`src/design/lbb_pkg.sv`:
```
`timescale 1ns / 1ps
`default_nettype none

package lbb_pkg;

	localparam int ADC_MAX        = 1023;
	localparam int PHASE_BITS_DEF = 10;

	localparam int RD_W      = 10;
	localparam int BR_W      = 8;
	localparam int CFG_W     = 16;
	localparam int ELAPSED_W = 32;
	localparam int FRAC_W    = 16;
	localparam int MUL_W     = 16;
	localparam int CIDX_W    = 2;
	localparam int MODE_W    = 2;

	localparam int BR_MAX   = (1 << BR_W) - 1;
	localparam int FRAC_MAX = (1 << FRAC_W) - 1;
	localparam int RD_MAX   = (1 << RD_W) - 1;

	// quotient widths of the two divisions by the adc full scale
	localparam int PEAK_Q_W = $clog2(RD_MAX * BR_MAX / ADC_MAX + 1);
	localparam int SPAN_Q_W = $clog2(RD_MAX * FRAC_MAX / ADC_MAX + 1);
	localparam int PER_W    = ((SPAN_Q_W > CFG_W) ? SPAN_Q_W : CFG_W) + 1;
	localparam int QCNT_W   = $clog2(ELAPSED_W + 1);

	localparam logic [MODE_W-1:0] MODE_TICK    = 2'd0;
	localparam logic [MODE_W-1:0] MODE_SAMPLE  = 2'd1;
	localparam logic [MODE_W-1:0] MODE_RESTART = 2'd2;

	localparam logic [CIDX_W-1:0] CFG_FLOOR = 2'd0;
	localparam logic [CIDX_W-1:0] CFG_PMIN  = 2'd1;
	localparam logic [CIDX_W-1:0] CFG_PSPAN = 2'd2;

	localparam logic [BR_W-1:0]  FLOOR_RST = 8'd10;
	localparam logic [CFG_W-1:0] PMIN_RST  = 16'd100;
	localparam logic [CFG_W-1:0] PSPAN_RST = 16'd4000;

	typedef struct packed {
		logic              start;
		logic [QCNT_W-1:0] qbits;
	} lbb_div_ctl_t;

	typedef struct packed {
		logic busy;
		logic done;
	} lbb_calc_st_t;

endpackage

`default_nettype wire

```
`src/design/lbb_sdiv.sv`:
```
`timescale 1ns / 1ps
`default_nettype none

// restoring divider, one quotient bit per cycle
// the caller preloads the partial remainder with the numerator bits above the
// quotient (always below the divisor) and left-aligns the remaining bits in lo
module lbb_sdiv #(
	parameter int DEN_W = 16
) (
	input  logic                           clk,
	input  logic                           arst_n,
	input  lbb_pkg::lbb_div_ctl_t          ctl,
	input  logic [DEN_W-1:0]               hi,
	input  logic [lbb_pkg::ELAPSED_W-1:0]  lo,
	input  logic [DEN_W-1:0]               den,
	output logic [lbb_pkg::ELAPSED_W-1:0]  quo,
	output logic [DEN_W-1:0]               rem,
	output logic                           done
);
	import lbb_pkg::*;

	logic [DEN_W-1:0]     rem_q;
	logic [DEN_W-1:0]     den_q;
	logic [ELAPSED_W-1:0] lo_q;
	logic [ELAPSED_W-1:0] quo_q;
	logic [QCNT_W-1:0]    cnt_q;
	logic                 done_q;

	logic [DEN_W:0] shifted;
	logic [DEN_W:0] trial;
	logic           take;

	always_comb begin
		shifted = {rem_q, lo_q[ELAPSED_W-1]};
		trial   = shifted - {1'b0, den_q};
		take    = (shifted >= {1'b0, den_q});
	end

	always_ff @(posedge clk or negedge arst_n) begin
		if (!arst_n) begin
			cnt_q  <= '0;
			done_q <= 1'b0;
		end else begin
			done_q <= 1'b0;
			if (ctl.start) begin
				cnt_q <= ctl.qbits;
			end else if (cnt_q != '0) begin
				cnt_q <= cnt_q - 1'b1;
				if (cnt_q == QCNT_W'(1)) begin
					done_q <= 1'b1;
				end
			end
		end
	end

	always_ff @(posedge clk) begin
		if (ctl.start) begin
			rem_q <= hi;
			lo_q  <= lo;
			den_q <= den;
			quo_q <= '0;
		end else if (cnt_q != '0) begin
			rem_q <= take ? trial[DEN_W-1:0] : shifted[DEN_W-1:0];
			lo_q  <= lo_q << 1;
			quo_q <= {quo_q[ELAPSED_W-2:0], take};
		end
	end

	assign quo  = quo_q;
	assign rem  = rem_q;
	assign done = done_q;

endmodule

`default_nettype wire

```
`src/design/lbb_smul.sv`:
```
`timescale 1ns / 1ps
`default_nettype none

// shift-add multiplier, one multiplier bit per cycle, lsb first
module lbb_smul (
	input  logic                         clk,
	input  logic                         arst_n,
	input  logic                         start,
	input  logic [lbb_pkg::MUL_W-1:0]    a,
	input  logic [lbb_pkg::MUL_W-1:0]    b,
	output logic [2*lbb_pkg::MUL_W-1:0]  prod,
	output logic                         done
);
	import lbb_pkg::*;

	localparam int CNT_W = $clog2(MUL_W + 1);

	logic [MUL_W-1:0]   a_q;
	logic [2*MUL_W-1:0] p_q;
	logic [CNT_W-1:0]   cnt_q;
	logic               done_q;
	logic [MUL_W:0]     sum;

	always_comb begin
		sum = {1'b0, p_q[2*MUL_W-1:MUL_W]} + (p_q[0] ? {1'b0, a_q} : '0);
	end

	always_ff @(posedge clk or negedge arst_n) begin
		if (!arst_n) begin
			cnt_q  <= '0;
			done_q <= 1'b0;
		end else begin
			done_q <= 1'b0;
			if (start) begin
				cnt_q <= CNT_W'(MUL_W);
			end else if (cnt_q != '0) begin
				cnt_q <= cnt_q - 1'b1;
				if (cnt_q == CNT_W'(1)) begin
					done_q <= 1'b1;
				end
			end
		end
	end

	always_ff @(posedge clk) begin
		if (start) begin
			a_q <= a;
			p_q <= {{MUL_W{1'b0}}, b};
		end else if (cnt_q != '0) begin
			p_q <= {sum, p_q[MUL_W-1:1]};
		end
	end

	assign prod = p_q;
	assign done = done_q;

endmodule

`default_nettype wire

```
`src/design/lbb_calc.sv`:
```
`timescale 1ns / 1ps
`default_nettype none

// sequencer for one sample: peak, period, phase, sine, raised cosine, scale
module lbb_calc #(
	parameter int PHASE_BITS = lbb_pkg::PHASE_BITS_DEF
) (
	input  logic                          clk,
	input  logic                          arst_n,
	input  logic                          start,
	input  logic [lbb_pkg::RD_W-1:0]      power,
	input  logic [lbb_pkg::RD_W-1:0]      blink,
	input  logic [lbb_pkg::ELAPSED_W-1:0] elapsed,
	input  logic [lbb_pkg::BR_W-1:0]      pfloor,
	input  logic [lbb_pkg::CFG_W-1:0]     pmin,
	input  logic [lbb_pkg::CFG_W-1:0]     pspan,
	output lbb_pkg::lbb_calc_st_t         st,
	output logic [lbb_pkg::BR_W-1:0]      result
);
	import lbb_pkg::*;

	localparam int PW_W  = RD_W + BR_W;
	localparam int U_W   = 2 * PHASE_BITS;
	localparam int D_W   = 2 * PHASE_BITS + 3;
	localparam int SN_W  = U_W + FRAC_W + 4;
	localparam int DW_A  = (PER_W > D_W) ? PER_W : D_W;
	localparam int DEN_W = (DW_A > FRAC_W) ? DW_A : FRAC_W;

	localparam logic [PHASE_BITS:0] N_VAL  = (PHASE_BITS + 1)'(1) << PHASE_BITS;
	localparam logic [D_W-1:0]      D_BASE = D_W'(5) << (2 * PHASE_BITS);

	typedef enum logic [3:0] {
		S_IDLE,
		S_PEAK,
		S_SMUL,
		S_SDIV,
		S_MOD,
		S_PHASE,
		S_UMUL,
		S_SIN,
		S_FMUL,
		S_FDIV,
		S_BMUL,
		S_BDIV
	} state_t;

	state_t               state_q;
	lbb_div_ctl_t         div_ctl_q;
	logic [DEN_W-1:0]     div_hi_q;
	logic [ELAPSED_W-1:0] div_lo_q;
	logic [DEN_W-1:0]     div_den_q;
	logic                 mul_start_q;
	logic [MUL_W-1:0]     mul_a_q;
	logic [MUL_W-1:0]     mul_b_q;
	logic [RD_W-1:0]      blink_q;
	logic [BR_W-1:0]      peak_q;
	logic [BR_W-1:0]      result_q;
	logic                 done_q;

	logic [ELAPSED_W-1:0] div_quo;
	logic [DEN_W-1:0]     div_rem;
	logic                 div_done;
	logic [2*MUL_W-1:0]   mul_prod;
	logic                 mul_done;

	logic [PW_W-1:0]       pw;
	logic [BR_W-1:0]       peak_raw;
	logic [BR_W-1:0]       peak_next;
	logic [PER_W-1:0]      period_next;
	logic [PHASE_BITS:0]   nmp;
	logic [U_W-1:0]        u_next;
	logic [D_W-1:0]        d_next;
	logic [SN_W-1:0]       snum;

	lbb_sdiv #(
		.DEN_W (DEN_W)
	) u_div (
		.clk    (clk),
		.arst_n (arst_n),
		.ctl    (div_ctl_q),
		.hi     (div_hi_q),
		.lo     (div_lo_q),
		.den    (div_den_q),
		.quo    (div_quo),
		.rem    (div_rem),
		.done   (div_done)
	);

	lbb_smul u_mul (
		.clk    (clk),
		.arst_n (arst_n),
		.start  (mul_start_q),
		.a      (mul_a_q),
		.b      (mul_b_q),
		.prod   (mul_prod),
		.done   (mul_done)
	);

	always_comb begin
		// power * 255 as a shift and subtract
		pw          = (PW_W'(power) << BR_W) - PW_W'(power);
		peak_raw    = (div_quo > ELAPSED_W'(BR_MAX)) ? BR_W'(BR_MAX) : div_quo[BR_W-1:0];
		peak_next   = (peak_raw < pfloor) ? pfloor : peak_raw;
		period_next = PER_W'(pmin) + PER_W'(div_quo[SPAN_Q_W-1:0]);
		nmp         = N_VAL - {1'b0, div_quo[PHASE_BITS-1:0]};
		u_next      = mul_prod[U_W-1:0];
		d_next      = D_BASE - D_W'({u_next, 2'b00});
		// u * 65535 * 16
		snum        = (SN_W'(u_next) << (FRAC_W + 4)) - (SN_W'(u_next) << 4);
	end

	always_ff @(posedge clk or negedge arst_n) begin
		if (!arst_n) begin
			state_q     <= S_IDLE;
			div_ctl_q   <= '0;
			div_hi_q    <= '0;
			div_lo_q    <= '0;
			div_den_q   <= '0;
			mul_start_q <= 1'b0;
			mul_a_q     <= '0;
			mul_b_q     <= '0;
			blink_q     <= '0;
			peak_q      <= '0;
			result_q    <= '0;
			done_q      <= 1'b0;
		end else begin
			div_ctl_q.start <= 1'b0;
			mul_start_q     <= 1'b0;
			done_q          <= 1'b0;
			unique case (state_q)
				S_IDLE: begin
					if (start) begin
						blink_q         <= blink;
						div_ctl_q.start <= 1'b1;
						div_ctl_q.qbits <= QCNT_W'(PEAK_Q_W);
						div_hi_q        <= DEN_W'(pw >> PEAK_Q_W);
						div_lo_q        <= ELAPSED_W'(pw[PEAK_Q_W-1:0]) << (ELAPSED_W - PEAK_Q_W);
						div_den_q       <= DEN_W'(ADC_MAX);
						state_q         <= S_PEAK;
					end
				end
				S_PEAK: begin
					if (div_done) begin
						peak_q      <= peak_next;
						mul_start_q <= 1'b1;
						mul_a_q     <= pspan;
						mul_b_q     <= MUL_W'(blink_q);
						state_q     <= S_SMUL;
					end
				end
				S_SMUL: begin
					if (mul_done) begin
						div_ctl_q.start <= 1'b1;
						div_ctl_q.qbits <= QCNT_W'(SPAN_Q_W);
						div_hi_q        <= DEN_W'(mul_prod >> SPAN_Q_W);
						div_lo_q        <= ELAPSED_W'(mul_prod[SPAN_Q_W-1:0])
						                   << (ELAPSED_W - SPAN_Q_W);
						state_q         <= S_SDIV;
					end
				end
				S_SDIV: begin
					if (div_done) begin
						if (period_next == '0) begin
							// zero period: phase taken as zero
							mul_start_q <= 1'b1;
							mul_a_q     <= MUL_W'(N_VAL);
							mul_b_q     <= '0;
							state_q     <= S_UMUL;
						end else begin
							div_ctl_q.start <= 1'b1;
							div_ctl_q.qbits <= QCNT_W'(ELAPSED_W);
							div_hi_q        <= '0;
							div_lo_q        <= elapsed;
							div_den_q       <= DEN_W'(period_next);
							state_q         <= S_MOD;
						end
					end
				end
				S_MOD: begin
					if (div_done) begin
						// (elapsed mod period) << PHASE_BITS over period
						div_ctl_q.start <= 1'b1;
						div_ctl_q.qbits <= QCNT_W'(PHASE_BITS);
						div_hi_q        <= div_rem;
						div_lo_q        <= '0;
						state_q         <= S_PHASE;
					end
				end
				S_PHASE: begin
					if (div_done) begin
						mul_start_q <= 1'b1;
						mul_a_q     <= MUL_W'(nmp);
						mul_b_q     <= MUL_W'(div_quo[PHASE_BITS-1:0]);
						state_q     <= S_UMUL;
					end
				end
				S_UMUL: begin
					if (mul_done) begin
						div_ctl_q.start <= 1'b1;
						div_ctl_q.qbits <= QCNT_W'(FRAC_W);
						div_hi_q        <= DEN_W'(snum >> FRAC_W);
						div_lo_q        <= {snum[FRAC_W-1:0], {(ELAPSED_W - FRAC_W){1'b0}}};
						div_den_q       <= DEN_W'(d_next);
						state_q         <= S_SIN;
					end
				end
				S_SIN: begin
					if (div_done) begin
						mul_start_q <= 1'b1;
						mul_a_q     <= div_quo[MUL_W-1:0];
						mul_b_q     <= div_quo[MUL_W-1:0];
						state_q     <= S_FMUL;
					end
				end
				S_FMUL: begin
					if (mul_done) begin
						div_ctl_q.start <= 1'b1;
						div_ctl_q.qbits <= QCNT_W'(FRAC_W);
						div_hi_q        <= DEN_W'(mul_prod[2*MUL_W-1:FRAC_W]);
						div_lo_q        <= {mul_prod[FRAC_W-1:0], {(ELAPSED_W - FRAC_W){1'b0}}};
						div_den_q       <= DEN_W'(FRAC_MAX);
						state_q         <= S_FDIV;
					end
				end
				S_FDIV: begin
					if (div_done) begin
						mul_start_q <= 1'b1;
						mul_a_q     <= div_quo[MUL_W-1:0];
						mul_b_q     <= MUL_W'(peak_q - pfloor);
						state_q     <= S_BMUL;
					end
				end
				S_BMUL: begin
					if (mul_done) begin
						div_ctl_q.start <= 1'b1;
						div_ctl_q.qbits <= QCNT_W'(BR_W);
						div_hi_q        <= DEN_W'(mul_prod >> BR_W);
						div_lo_q        <= ELAPSED_W'(mul_prod[BR_W-1:0]) << (ELAPSED_W - BR_W);
						state_q         <= S_BDIV;
					end
				end
				S_BDIV: begin
					if (div_done) begin
						result_q <= pfloor + div_quo[BR_W-1:0];
						done_q   <= 1'b1;
						state_q  <= S_IDLE;
					end
				end
				default: begin
					state_q <= S_IDLE;
				end
			endcase
		end
	end

	assign st.busy = (state_q != S_IDLE) || done_q;
	assign st.done = done_q;
	assign result  = result_q;

endmodule

`default_nettype wire

```
`src/design/led_breathing_brightness_top.sv`:
```
`timescale 1ns / 1ps
`default_nettype none

// LED breathing brightness generator. Each input beat is a millisecond tick
// (advances the elapsed counter, no output), a restart (clears the counter and
// returns brightness 0 at once) or a sample (returns a raised-cosine brightness
// between power_floor and the peak set by power_reading, over a period set by
// blink_reading). A restart holds in_stall while its zero sits in the result
// slot. A sample runs through one shared bit-serial divider and one shared
// bit-serial multiplier in turn; the 32-step division of the elapsed counter
// by the period is its longest single step, and a zero period skips that
// division. One finished result waits in the output register while the next
// beat is taken; in_stall is high while a sample is being worked on and while
// a result sits in the result slot, one cycle when the output register is free
// and longer behind a full one. The user must write configuration only while
// the block is idle; the block itself does not enforce this.
module led_breathing_brightness_top #(
	parameter int PHASE_BITS = lbb_pkg::PHASE_BITS_DEF
) (
	input  logic                         clk,
	input  logic                         arst_n,
	input  logic                         cfg_we,
	input  logic [lbb_pkg::CIDX_W-1:0]   cfg_index,
	input  logic [lbb_pkg::CFG_W-1:0]    cfg_data,
	input  logic                         in_valid,
	output logic                         in_stall,
	input  logic [lbb_pkg::MODE_W-1:0]   mode,
	input  logic [lbb_pkg::RD_W-1:0]     power_reading,
	input  logic [lbb_pkg::RD_W-1:0]     blink_reading,
	output logic                         out_valid,
	input  logic                         out_stall,
	output logic [lbb_pkg::BR_W-1:0]     brightness
);
	import lbb_pkg::*;

	logic [BR_W-1:0]      power_floor_q;
	logic [CFG_W-1:0]     period_min_q;
	logic [CFG_W-1:0]     period_span_q;
	logic [ELAPSED_W-1:0] elapsed_q;
	logic                 res_valid_q;
	logic [BR_W-1:0]      res_q;
	logic                 out_valid_q;
	logic [BR_W-1:0]      brightness_q;

	lbb_calc_st_t    st;
	logic [BR_W-1:0] calc_result;
	logic            in_acc;
	logic            calc_start;
	logic            restart_acc;
	logic            res_move;

	assign in_stall    = st.busy || res_valid_q;
	assign in_acc      = in_valid && !in_stall;
	assign calc_start  = in_acc && (mode == MODE_SAMPLE);
	assign restart_acc = in_acc && (mode == MODE_RESTART);
	assign res_move    = res_valid_q && (!out_valid_q || !out_stall);

	lbb_calc #(
		.PHASE_BITS (PHASE_BITS)
	) u_calc (
		.clk     (clk),
		.arst_n  (arst_n),
		.start   (calc_start),
		.power   (power_reading),
		.blink   (blink_reading),
		.elapsed (elapsed_q),
		.pfloor  (power_floor_q),
		.pmin    (period_min_q),
		.pspan   (period_span_q),
		.st      (st),
		.result  (calc_result)
	);

	always_ff @(posedge clk or negedge arst_n) begin
		if (!arst_n) begin
			power_floor_q <= FLOOR_RST;
			period_min_q  <= PMIN_RST;
			period_span_q <= PSPAN_RST;
			elapsed_q     <= '0;
			res_valid_q   <= 1'b0;
			out_valid_q   <= 1'b0;
		end else begin
			if (cfg_we) begin
				unique case (cfg_index)
					CFG_FLOOR: power_floor_q <= cfg_data[BR_W-1:0];
					CFG_PMIN:  period_min_q  <= cfg_data;
					CFG_PSPAN: period_span_q <= cfg_data;
					default: ;
				endcase
			end
			if (in_acc) begin
				unique case (mode)
					MODE_TICK:    elapsed_q <= elapsed_q + 1'b1;
					MODE_RESTART: elapsed_q <= '0;
					default: ;
				endcase
			end
			if (st.done || restart_acc) begin
				res_valid_q <= 1'b1;
			end else if (res_move) begin
				res_valid_q <= 1'b0;
			end
			if (res_move) begin
				out_valid_q <= 1'b1;
			end else if (!out_stall) begin
				out_valid_q <= 1'b0;
			end
		end
	end

	always_ff @(posedge clk) begin
		if (st.done) begin
			res_q <= calc_result;
		end else if (restart_acc) begin
			res_q <= '0;
		end
		if (res_move) begin
			brightness_q <= res_q;
		end
	end

	assign out_valid  = out_valid_q;
	assign brightness = brightness_q;

	// a finished sample always finds the result slot empty
	a_done_slot_free: assert property (@(posedge clk) disable iff (!arst_n)
		st.done |-> !res_valid_q)
		else $error("sample result finished while result slot was occupied");

	a_restart_zero: assert property (@(posedge clk) disable iff (!arst_n)
		restart_acc |=> (res_valid_q && (res_q == '0) && (elapsed_q == '0)))
		else $error("restart beat did not clear the counter and queue a zero");

	a_tick_count: assert property (@(posedge clk) disable iff (!arst_n)
		(in_acc && (mode == MODE_TICK)) |=> (elapsed_q == $past(elapsed_q + 1'b1)))
		else $error("tick beat did not advance the elapsed counter by one");

endmodule

`default_nettype wire
```
`config.mk`:
```
export PLATFORM = sky130hd
export DESIGN_NAME = led_breathing_brightness_top
export DESIGN_NICKNAME = d
export VERILOG_FILES = /design/src/design/lbb_pkg.sv /design/src/design/lbb_sdiv.sv /design/src/design/lbb_smul.sv /design/src/design/lbb_calc.sv /design/src/design/led_breathing_brightness_top.sv
export SDC_FILE = /design/constraint.sdc
export NUM_CORES = 1
export LEC_CHECK = 0
export BUFFER_PORTS_ARGS = -buffer_cell sky130_fd_sc_hd__buf_4
export CAP_MARGIN = 10
export CELL_PAD_IN_SITES_DETAIL_PLACEMENT = 0
export CELL_PAD_IN_SITES_GLOBAL_PLACEMENT = 2
export CORE_MARGIN = 5
export CORE_UTILIZATION = 42
export CTS_CLUSTER_DIAMETER = 40
export DETAILED_ROUTE_END_ITERATION = 8
export GPL_ROUTABILITY_DRIVEN = 1
export GPL_TIMING_DRIVEN = 0
export HOLD_SLACK_MARGIN = 0.03
export PLACE_DENSITY_LB_ADDON = 0.25
export SKIP_CTS_REPAIR_TIMING = 1
export SYNTH_ARGS = -nofsm -noshare
export SYNTH_HDL_FRONTEND = slang
export SYNTH_SLANG_ARGS = --single-unit
```
`constraint.sdc`:
```
create_clock -name clk -period 4.9 [get_ports clk]
set_input_delay 0.245 -clock clk [delete_from_list [all_inputs] [get_ports clk]]
set_output_delay 0.245 -clock clk [all_outputs]
set_load 0.02 [all_outputs]
```
# Word-level counts from Yosys, hierarchy flattened
# Index checks and enable logic that the tools add are counted.
# classes
n_addsub	12
order_cmp	3
eq_ne	35
mux	87
reduce_logical	45
# ops
operator	count
23-bit two-way mux	15
32-bit two-way mux	9
16-bit two-way mux	13
32-bit one-hot mux with 6 select lines	1
23-bit one-hot mux with 6 select lines	1
23-bit one-hot mux with 4 select lines	1
16-bit one-hot mux with 5 select lines	1
16-bit one-hot mux with 4 select lines	1
32-bit one-hot mux with 2 select lines	1
4-bit two-way mux	12
4-bit one-hot mux with 12 select lines	1
7-bit two-way mux	6
39-bit by 24-bit subtractor with 39-bit output	1
7-bit one-hot mux with 5 select lines	1
16-bit by 16-bit adder with 17-bit output	2
32-bit by 1-bit adder with 32-bit output, second input constant	1
32-bit by 8-bit > comparator with 1-bit output, second input constant	1
8-bit two-way mux	4
2-bit inequality test, second input constant	13
24-bit by 23-bit greater-or-equal comparator with 1-bit output	1
23-bit by 22-bit subtractor with 23-bit output, first input constant	1
23-bit subtractor	1
18-bit by 10-bit subtractor with 18-bit output	1
17-bit logical NOT	1
37 further kinds	92
# word_totals
ff_bits	410
in_bits	45
out_inout_bits	10

# Longest topological paths before layout
# Gate-level depths: netlist (run 1).
# depth
word_depth	8
ltp_mapped	14
mapped_depth_nobuf	13

# By module
# From an unflattened synthesis (run 1), not the netlist that was laid out.
# hier_totals
hier_cells	2392
area_unflattened_um2	23787.8
# by_module_without_submodules
mod	n_inst	cells_each	area_each_um2	seq_area_each_um2
lbb_calc	1	1307	11000.6	3678.5
lbb_sdiv	1	508	5968.2	3158.0
led_breathing_brightness_top	1	308	3908.7	2346.0
lbb_smul	1	269	2910.3	1431.4

# Least setup slack after synthesis (run 1)
# No wires, ideal clock.
# synth_path
path_type	flip-flop to flip-flop
start	reg period_min_q[0]
end	reg u_calc.mul_a_q[10]
setup_ps	125
t_arrival_ps	3449
required_ps	4775
setup_slack_ps	1326
path_stages_with_launch	14
path_buffers	2
period_less_slack_ps	3574
cell_sequence	dfrtp_1 ha_1 fa_1 a211o_1 a21oi_2 o31ai_1 o41a_1 or4_1 a311oi_1 nand4_1 and2_4 buf_6 buf_12 mux2_4
# synth_via
elab_chain_cells	4
# synth_rtl
element	line_no	text
from (decl)	led_breathing_brightness_top.sv:37	logic [CFG_W-1:0] period_min_q;
from (signal assigned)	led_breathing_brightness_top.sv:86	CFG_PMIN: period_min_q <= cfg_data;
16-bit by 16-bit adder with 17-bit output	lbb_calc.sv:104	period_next = PER_W'(pmin) + PER_W'(div_quo[SPAN_Q_W-1:0]);
17-bit logical NOT	lbb_calc.sv:163	if (period_next == '0) begin
2-bit by 1-bit inequality test with 1-bit output (no source line)	--	
6-bit AND reduction (no source line)	--	
to (signal assigned)	lbb_calc.sv:146	mul_a_q <= pspan;
to (signal assigned)	lbb_calc.sv:166	mul_a_q <= MUL_W'(N_VAL);
to (signal assigned)	lbb_calc.sv:192	mul_a_q <= MUL_W'(nmp);
to (decl)	lbb_calc.sv:53	logic [MUL_W-1:0] mul_a_q;
# Every way passes these cells.
# A chain may end at the register's enable or synchronous reset.

# Worst setup path in the final report (run 1)
# layout_path
start	reg u_calc.u_div.den_q[0]
end	reg u_calc.u_div.rem_q[17], in the netlist u_calc.u_div.rem[17], data pin
# layout_via
elab_chain_cells	4
# layout_rtl
element	line_no	text
from (decl)	lbb_sdiv.sv:23	logic [DEN_W-1:0] den_q;
from (signal assigned)	lbb_sdiv.sv:60	den_q <= den;
23-bit subtractor / 24-bit by 23-bit greater-or-equal comparator with 1-bit output (equally long branches)	lbb_sdiv.sv:35, lbb_sdiv.sv:36	
23-bit two-way mux *	lbb_sdiv.sv:63	rem_q <= take ? trial[DEN_W-1:0] : shifted[DEN_W-1:0];
23-bit two-way mux *	lbb_sdiv.sv:62	end else if (cnt_q != '0) begin
23-bit two-way mux *	lbb_sdiv.sv:57	if (ctl.start) begin
to (signal assigned)	lbb_sdiv.sv:58	rem_q <= hi;
to (signal assigned)	lbb_sdiv.sv:63	
to (decl)	lbb_sdiv.sv:22	logic [DEN_W-1:0] rem_q;
# Mark *: on every way between the ends. The rest lies on a longest branch, timed or not. The select of a mux whose other input is x is not followed.

==> results of run 1 <==
==> layout by cell type, fill, tap and decap left out, types with 79 or more instances in the layout <==
cell / instances
clkbuf_1: 96
clkbuf_16: 79
dfrtp_1: 223
edfxtp_1: 126
ha_1: 92
inv_1: 110
mux2_2: 146
nand2_1: 233
nor2_1: 127
o21ai_0: 119
==> per-stage QoR <==
| step | area (µm²) | power [µW] | util, % | hold WS, ns | instances |
|---|---|---|---|---|---|
| global route | 26400 | 19600 | 50.4 | 0.0249 | 3021 |
| CTS | 26100 | 18600 | 49.8 | -0.408 | 2991 |
| floorplan | 22200 | 10800 | - | -0.0506 | 2112 |
| finish | 26400 | 18600 | 50.4 | 0.0316 | 3021 |
| global placement | 23500 | 13200 | 44.8 | 0.408 | 2852 |
| detailed placement | 23600 | 13300 | 44.9 | 0.232 | 2855 |
==> cell families after synthesis <==
family                   count (synthesis)  share of synthesized area, %
AO/OA/AOI/OAI                          459                          14.4
buffers and inverters                  211                          3.84
XOR/XNOR                               127                          5.00
multiplexers                           205                          10.5
AND/OR/NAND/NOR                        605                          12.9
adder cells (fa/ha/maj)                 97                          5.63
flip-flops                             408                          47.8
==> path summary, 6_finish.rpt <==
kind	slack, ns	startpoint	end	cells after the start
setup / recovery	0.41	u_calc.u_div.den_q[0]	u_calc.u_div.rem[17]	13
hold / removal	0.03	cfg_index[0]	power_floor_q[3]	4
setup reg to reg	0.41	u_calc.u_div.den_q[0]	u_calc.u_div.rem[17]	13
hold reg to reg	0.42	res_q[4]	brightness[4]	0
max in group asynchronous	3.77	arst_n	u_calc.div_hi_q[10]	3
min in group asynchronous	0.18	arst_n	u_calc.div_lo_q[5]	2
==> power by group <==
part	total, µW	switching, µW	internal [µW]
clock network	5210	1800	3420
logic	7380	4250	3130
registers	5950	1090	4860
==> sequential cells by signal (all words and copies together) (netlist names), 10 cells and up <==
signal and flops:
period_span_q 16, u_calc.mul_b_q 16, u_calc.u_div.quo 32, u_calc.mul_a_q 16, u_calc.div_den_q 23, u_calc.u_mul.a_q 16
u_calc.u_div.lo_q 32, u_calc.u_div.rem 23, u_calc.div_lo_q 32, period_min_q 16, u_calc.div_hi_q 23, u_calc.u_mul.prod 32
elapsed_q 32, u_calc.u_div.den_q 23, u_calc.blink_q 10
==> critical path: stages, from the launching register on <==
cell and delay (ns):
edfxtp_1 0.38, ha_1 0.24, fa_1 0.42, nor2b_1 0.17, o21bai_1 0.13, a2111oi_1 0.61
nor4bb_1 0.18, nor2_1 0.27, o21ai_0 0.20, a21oi_2 0.49, buf_4 0.31, buf_2 0.43
mux2i_1 0.26, mux2i_1 0.09
==> cell type report <==
cell class / count / area share [%]
Multi-Input combinational cell: 1493 / 40.7
Tap cell: 688 / 3.26
Buffer: 100 / 1.65
Timing Repair Buffer: 85 / 2.91
Clock buffer: 96 / 7.95
Clock inverter: 40 / 1.77
Inverter: 111 / 1.58
Sequential cell: 408 / 40.2
==> routing by layer <==
layer	up-vias	wire length [µm]	global-route usage [%]
met5	-	0	0
met4	0	2250	8.58
met3	124	3310	3.23
met2	482	31800	38.5
met1	8433	31200	32.8
li1	8036	-	-
==> metrics.md, run 1 <==
| Metric | Value |
|---|---|
| Final ANT Viol Nets | 0 |
| # setup viols final | 0 |
| Pwr dens | around 700 mW/mm² |
| Post-DP HPWL | 52,100 µm |
| Die height | 240 µm |
| Layout cells sized above 1 | 16.5% |
| Maximum clock path buffer count | 3 |
| Top post-synthesis cells by area | dfrtp_1, edfxtp_1, mux2_2 |
| Final worst path period share | about nine tenths |
| Ys Warns | 0 |
| Total Routing Usage GR | 23.7% |
| Crit path DAT | 4.81 ns |
| Mean Syn Cell Area | 10.5 µm² |
| Setup crit end kind | register |
| Area grow syn2layout | 18.9% |
| ANT cells | 0 |
| DIE AREA | 0.0576 mm² |
| Status | finished, final reports clean |
| H-tree levels | 3 |
| TritonCTS clock tree | yes |
| Core area | ~0.052 mm² |
| Yosys reg bits | 408 |
| Data required time of the worst path | 5.22 ns |
| Synth top cells by count | nand2_1, dfrtp_1, mux2_2 |
| Multi-input combinational cell area | 0.0108 mm² |
| Max VDD drop | about 320 µV |
| CTS clock-pin slew for the worst setup and hold paths | 0.05 ns |
| Worst hold path type | in2reg |
| Max-Cap Viols | 0 |
| Global placer's final weighted congestion | 0.955 |
| Seq/Total Area, Yosys | 47.8% |
| First-pass GRT wire length | 105,000 µm |
| Io pins | 55 |
| Pre-CTS setup slack | 0.219 ns |
| Asr flop ratio synth | around 57% |
| Number of flops mapped to enable cells by yosys | 126 |
| GRT overflow | 0 |
| Most instantiated library cell after synthesis | nand2_1 |
| Pleak | 0.0114 µW |
| Crit path max fanout | 10 |
| DR pass1 iterations | 9 |
| DRC | 0 |
| Initial DRC Count | between 1,000 and 1,500 |
| Worst rel slew slack | 19.9% |
| FILL cells | approximately 4,700 |
| Largest net degree at the start of global routing | 108 |
| Fmax | 223 MHz |
| RSZ-0062 raised after global routing | no |
| Vias after detailed routing | 17,075 |
| Yosys top cell by area | dfrtp_1 |
| Final #Nets | about 2,400 |
| Final setup margin | between 0.4 and 0.5 ns |
| Rows | 84 |
| Cell variety after synth | 80 |
| Post-Syn Area | 0.0222 mm² |
| Die width | around 240 µm |
| Setup crit start kind | register |
| Storage element area | 0.0106 mm² |
| Actual slew at the worst max-slew pin | 1.19 ns |
| Clk_lat worst skew | about 0.6 ns |
| Clock sink count | 408 |
| Fin. max-slew vios | 0 |
| Setup Crit Path Kind | reg2reg |
| Post-synthesis instance total | 2,112 |
| Cts bufs inserted | between 70 and 80 |
| Final Routed Wirelength | 68,600 µm |
| CTS root buffer | clkbuf_16 |
| Fin crit period | roughly 4.5 ns |
| Avg WL per Cell | 22.7 µm |
| Setup_tns | 0 ns |
| Final Hold Viols | 0 |
| Skew final | 0.0285 ns |
| Starting Density | 42.4% |
| Synth Flop Type | dfrtp_1 |
| Synthesized net count | 2,254 |
| Top-area cell type share of the netlist area | 25.1% |
| Drt via density | approximately 5.7 |
| Initial antenna violation count | 0 |
| Number of global-route vias before repair | approximately 17,000 |
| Port Buffer Count | 52 |
(Power assumes the default switching activity.)
==> run 2: changes to the inputs <==
Settings changed: CORE_MARGIN 5 to not set.
==> run 2 against run 1 <==
  * Maximum frequency increased by 0.17%
  * Die area is 6.6% lower
  * Via count down 0.52%
  * Global-route usage grew 2.0 points
  * Setup slack better by 0.0078 ns
  * Final cell count down 0.60%
  * Non-clock buffer count is the same
  * Routed wire length fell by 0.55%
  * Critical path depth did not move
  * Clock skew is 0.0059 ns lower
  * Sequential share of layout area grew 0.49 points
  * Count of clock-buffer cells in the layout decreased by 5
  * Highest routed layer unchanged
==> metrics.md, run 2 (synthesis results as in run 1) <==
| Metric | Value |
|---|---|
| Worst path cell trace | ha_1, fa_1, a211o_1, a21oi_2, o31ai_1, o41a_1, or4_1, nand3_1, a41oi_2, nor2b_1, buf_2, buf_4, mux2_2 |
| Fin. max-slew vios | 0 (unchanged) |
| Cell Area, Placed | 0.0236 mm² (about the same) |
| Worst hold start | cfg_index[1] |
| Io pins | 55 (unchanged) |
| # setup viols final | 0 (unchanged) |
| RR Startpoint | u_calc.u_div.quo[0] |
| Crit path DAT | 4.95 ns (+0.14 ns) |
| Final Hold Viols | 0 (unchanged) |
| DIE AREA | 0.0538 mm² (-6.6%) |
| Status | finished, final reports clean |
| Data required time of the worst path | 5.37 ns (+0.15 ns) |
| Final Routed Wirelength | 68,200 µm (-0.55%) |
| Die width | 232 µm (-3.3%) |
| Cts bufs inserted | 70 (-4.1%) |
| Initial DRC Count | 1,364 (-6.9%) |
| First-pass GRT wire length | 104,000 µm (-1.1%) |
| Area grow syn2layout | 17.5% |
| Setup_tns | 0 ns (unchanged) |
| Slowest stage delay, CP | 0.47 ns (-0.14 ns) |
| DRC | 0 (unchanged) |
| Vias after detailed routing | 16,987 (-0.52%) |
| Placed Cells | 2,848 (-0.25%) |
| R2R cell count | 13 (unchanged) |
| Clock sink count | 408 (unchanged) |
| Max-Cap Viols | 0 (unchanged) |
| Skew final | 0.0226 ns (-0.00592 ns) |
| Largest net degree at the start of global routing | 119 (+10%) |
| Max VDD drop | 371 µV (+16%) |
| Setup crit end kind | register |
| GRT overflow | 0 (unchanged) |
| Setup crit start kind | register |
| Hold endpoint | power_floor_q[3] |
| Maximum clock path buffer count | 3 (unchanged) |
| H-tree levels | 3 (unchanged) |
| CTS root buffer | clkbuf_16 |
| Highest-count cells in the layout ignoring fill and taps | nand2_1, dfrtp_1, mux2_2, nor2_1, edfxtp_1 |
| Worst rel slew slack | 17.3% (-2.6 points) |
| Worst path top cell family by delay | compound AO/OA/AOI/OAI gates |
| Total Routing Usage GR | 25.7% (+2.0 points) |
| FF-to-FF setup slack | 0.42 ns (about the same) |
| Final #Nets | 2,411 (-0.12%) |
| Reported net switching power | 7080 µW (-0.86%) |
| TritonCTS clock tree | yes |
| Sequential share of power | 33.0% (+0.9 points) |
| Rows | 83 (-1.2%) |
| Post-DP HPWL | 51,600 µm (-0.98%) |
| Worst Path Buf+Inv | 2 (unchanged) |
| CP max stage cell | dfxtp_1 |
| Final Util | 50.4% (about the same) |
| Pwr dens | 690 mW/mm² (-1.7%) |
| RSZ-0062 raised after global routing | no |
| Pleak | 0.0113 µW (-1.2%) |
| Clk pwr share | 25.8% (-2.3 points) |
| Avg WL per Cell | 22.7 µm (about the same) |
| Switch share | 39.3% (+0.80 points) |
| Clk_lat worst skew | 0.59 ns (-0.02 ns) |
| Starting Density | 42.9% (+0.51 points) |
| DR pass1 iterations | 7 (-2) |
| Fin crit period | 4.48 ns (-0.00777 ns) |
| Initial antenna violation count | 1 (+1) |
| Final Cell Area | 0.0261 mm² (-1.2%) |
| Commonest non-fill, non-tap cell in the layout | nand2_1 |
| Actual slew at the worst max-slew pin | 1.23 ns (+0.0385 ns) |
| Number of global-route vias before repair | 16,830 (-1.8%) |
| Die height | 232 µm (-3.3%) |
| CTS clock-pin slew for the worst setup and hold paths | 0.05 ns (about the same) |
| Non-Filler Instances | 3,003 (-0.60%) |
| Worst R2R End | u_calc.div_hi_q[12] |
| Internal power | 10,900 µW (-4.1%) |
| Final worst path period share | 91.4% (-0.16 points) |
| Fmax | 223 MHz (+0.17%) |
| Worst hold path type | in2reg |
| Setup Crit Path Kind | reg2reg |
| Final ANT Viol Nets | 0 (unchanged) |
| Worst Hold Depth | 4 (unchanged) |
| Port Buffer Count | 52 (unchanged) |
| Crit path max fanout | 10 (unchanged) |
| Drt via density | 5.66 (about the same) |
| Layout cells sized above 1 | 16.1% (-0.40 points) |
| Comb power frac | 41.3% (+1.5 points) |
| Global placer's final weighted congestion | 0.967 (+1.3%) |
| Core area | 0.0518 mm² (-1.2%) |
## run 2: cell types whose count changed in the layout (fill, tap and decap cells not counted), moves of 2 or more
| cell | delta |
|---|---|
| clkinv_2 | -2 |
| inv_8 | +2 |
| clkinv_4 | +7 |
| clkbuf_16 | -6 |
| clkinvlp_4 | -4 |
| bufinv_16 | -5 |
## run 2: worst max-delay path by stage
stage | from | end | slack [ns] | depth (start not counted)
5_1_grt | u_calc.u_div.den_q[0] | u_calc.u_div.rem[3] | 0.11 | 13
2_1_floorplan | period_min_q[0] | u_calc.mul_a_q[10] | 1.33 | 13
3_3_place_gp | u_calc.u_div.den_q[0] | u_calc.u_div.rem[18] | 0.20 | 13
6_report | u_calc.u_div.quo[0] | u_calc.div_hi_q[12] | 0.42 | 13
3_5_place_dp | u_calc.u_div.den_q[0] | u_calc.u_div.rem[19] | 0.30 | 13
4_1_cts | u_calc.u_div.den_q[0] | u_calc.u_div.rem[19] | 0.26 | 13
## run 2: power by group through the flow
stage	logic (µW)	clock network, µW	registers [µW]
2_1_floorplan	5350	0	5430
3_3_place_gp	7210	0	5940
3_5_place_dp	7300	0	5970
4_1_cts	7350	4720	5920
5_1_grt	8170	4880	6050
6_report	7430	4640	5940
## run 2: layer usage
layer / part of all wire (%) / GRT usage, % / vias to the layer above
li1: - / - / 8030
met1: 46 / 35.2 / 8370
met2: 46 / 40.9 / 466
met3: 5.0 / 4.16 / 121
met4: 3.5 / 9.44 / 0
met5: 0 / 0 / -
## run 2: metrics by stage
stage,total power [µW],hold slack (ns),setup WS (ns)
floorplan,10800,-0.0506,1.33
CTS,18000,-0.260,0.257
global route,19100,0.0613,0.107
global placement,13200,0.407,0.204
detailed placement,13300,0.362,0.298
finish,18000,0.0539,0.423
## run 2: tightest hold or removal path, cell delays in order
cell	delay (ns)
buf_4	0.09
nor3b_1	0.10
nand2_1	0.11
o21ai_0	0.08
## run 2: layout make-up
type | count | area, µm²
Antenna cell | 1 | 2.50
Buffer | 100 | 437
Clock buffer | 91 | 1950
Clock inverter | 34 | 294
Fill cell | 4762 | 25700
Inverter | 111 | 417
Multi-Input combinational cell | 1493 | 10800
Sequential cell | 408 | 10600
Tap cell | 680 | 851
Timing Repair Buffer | 85 | 774
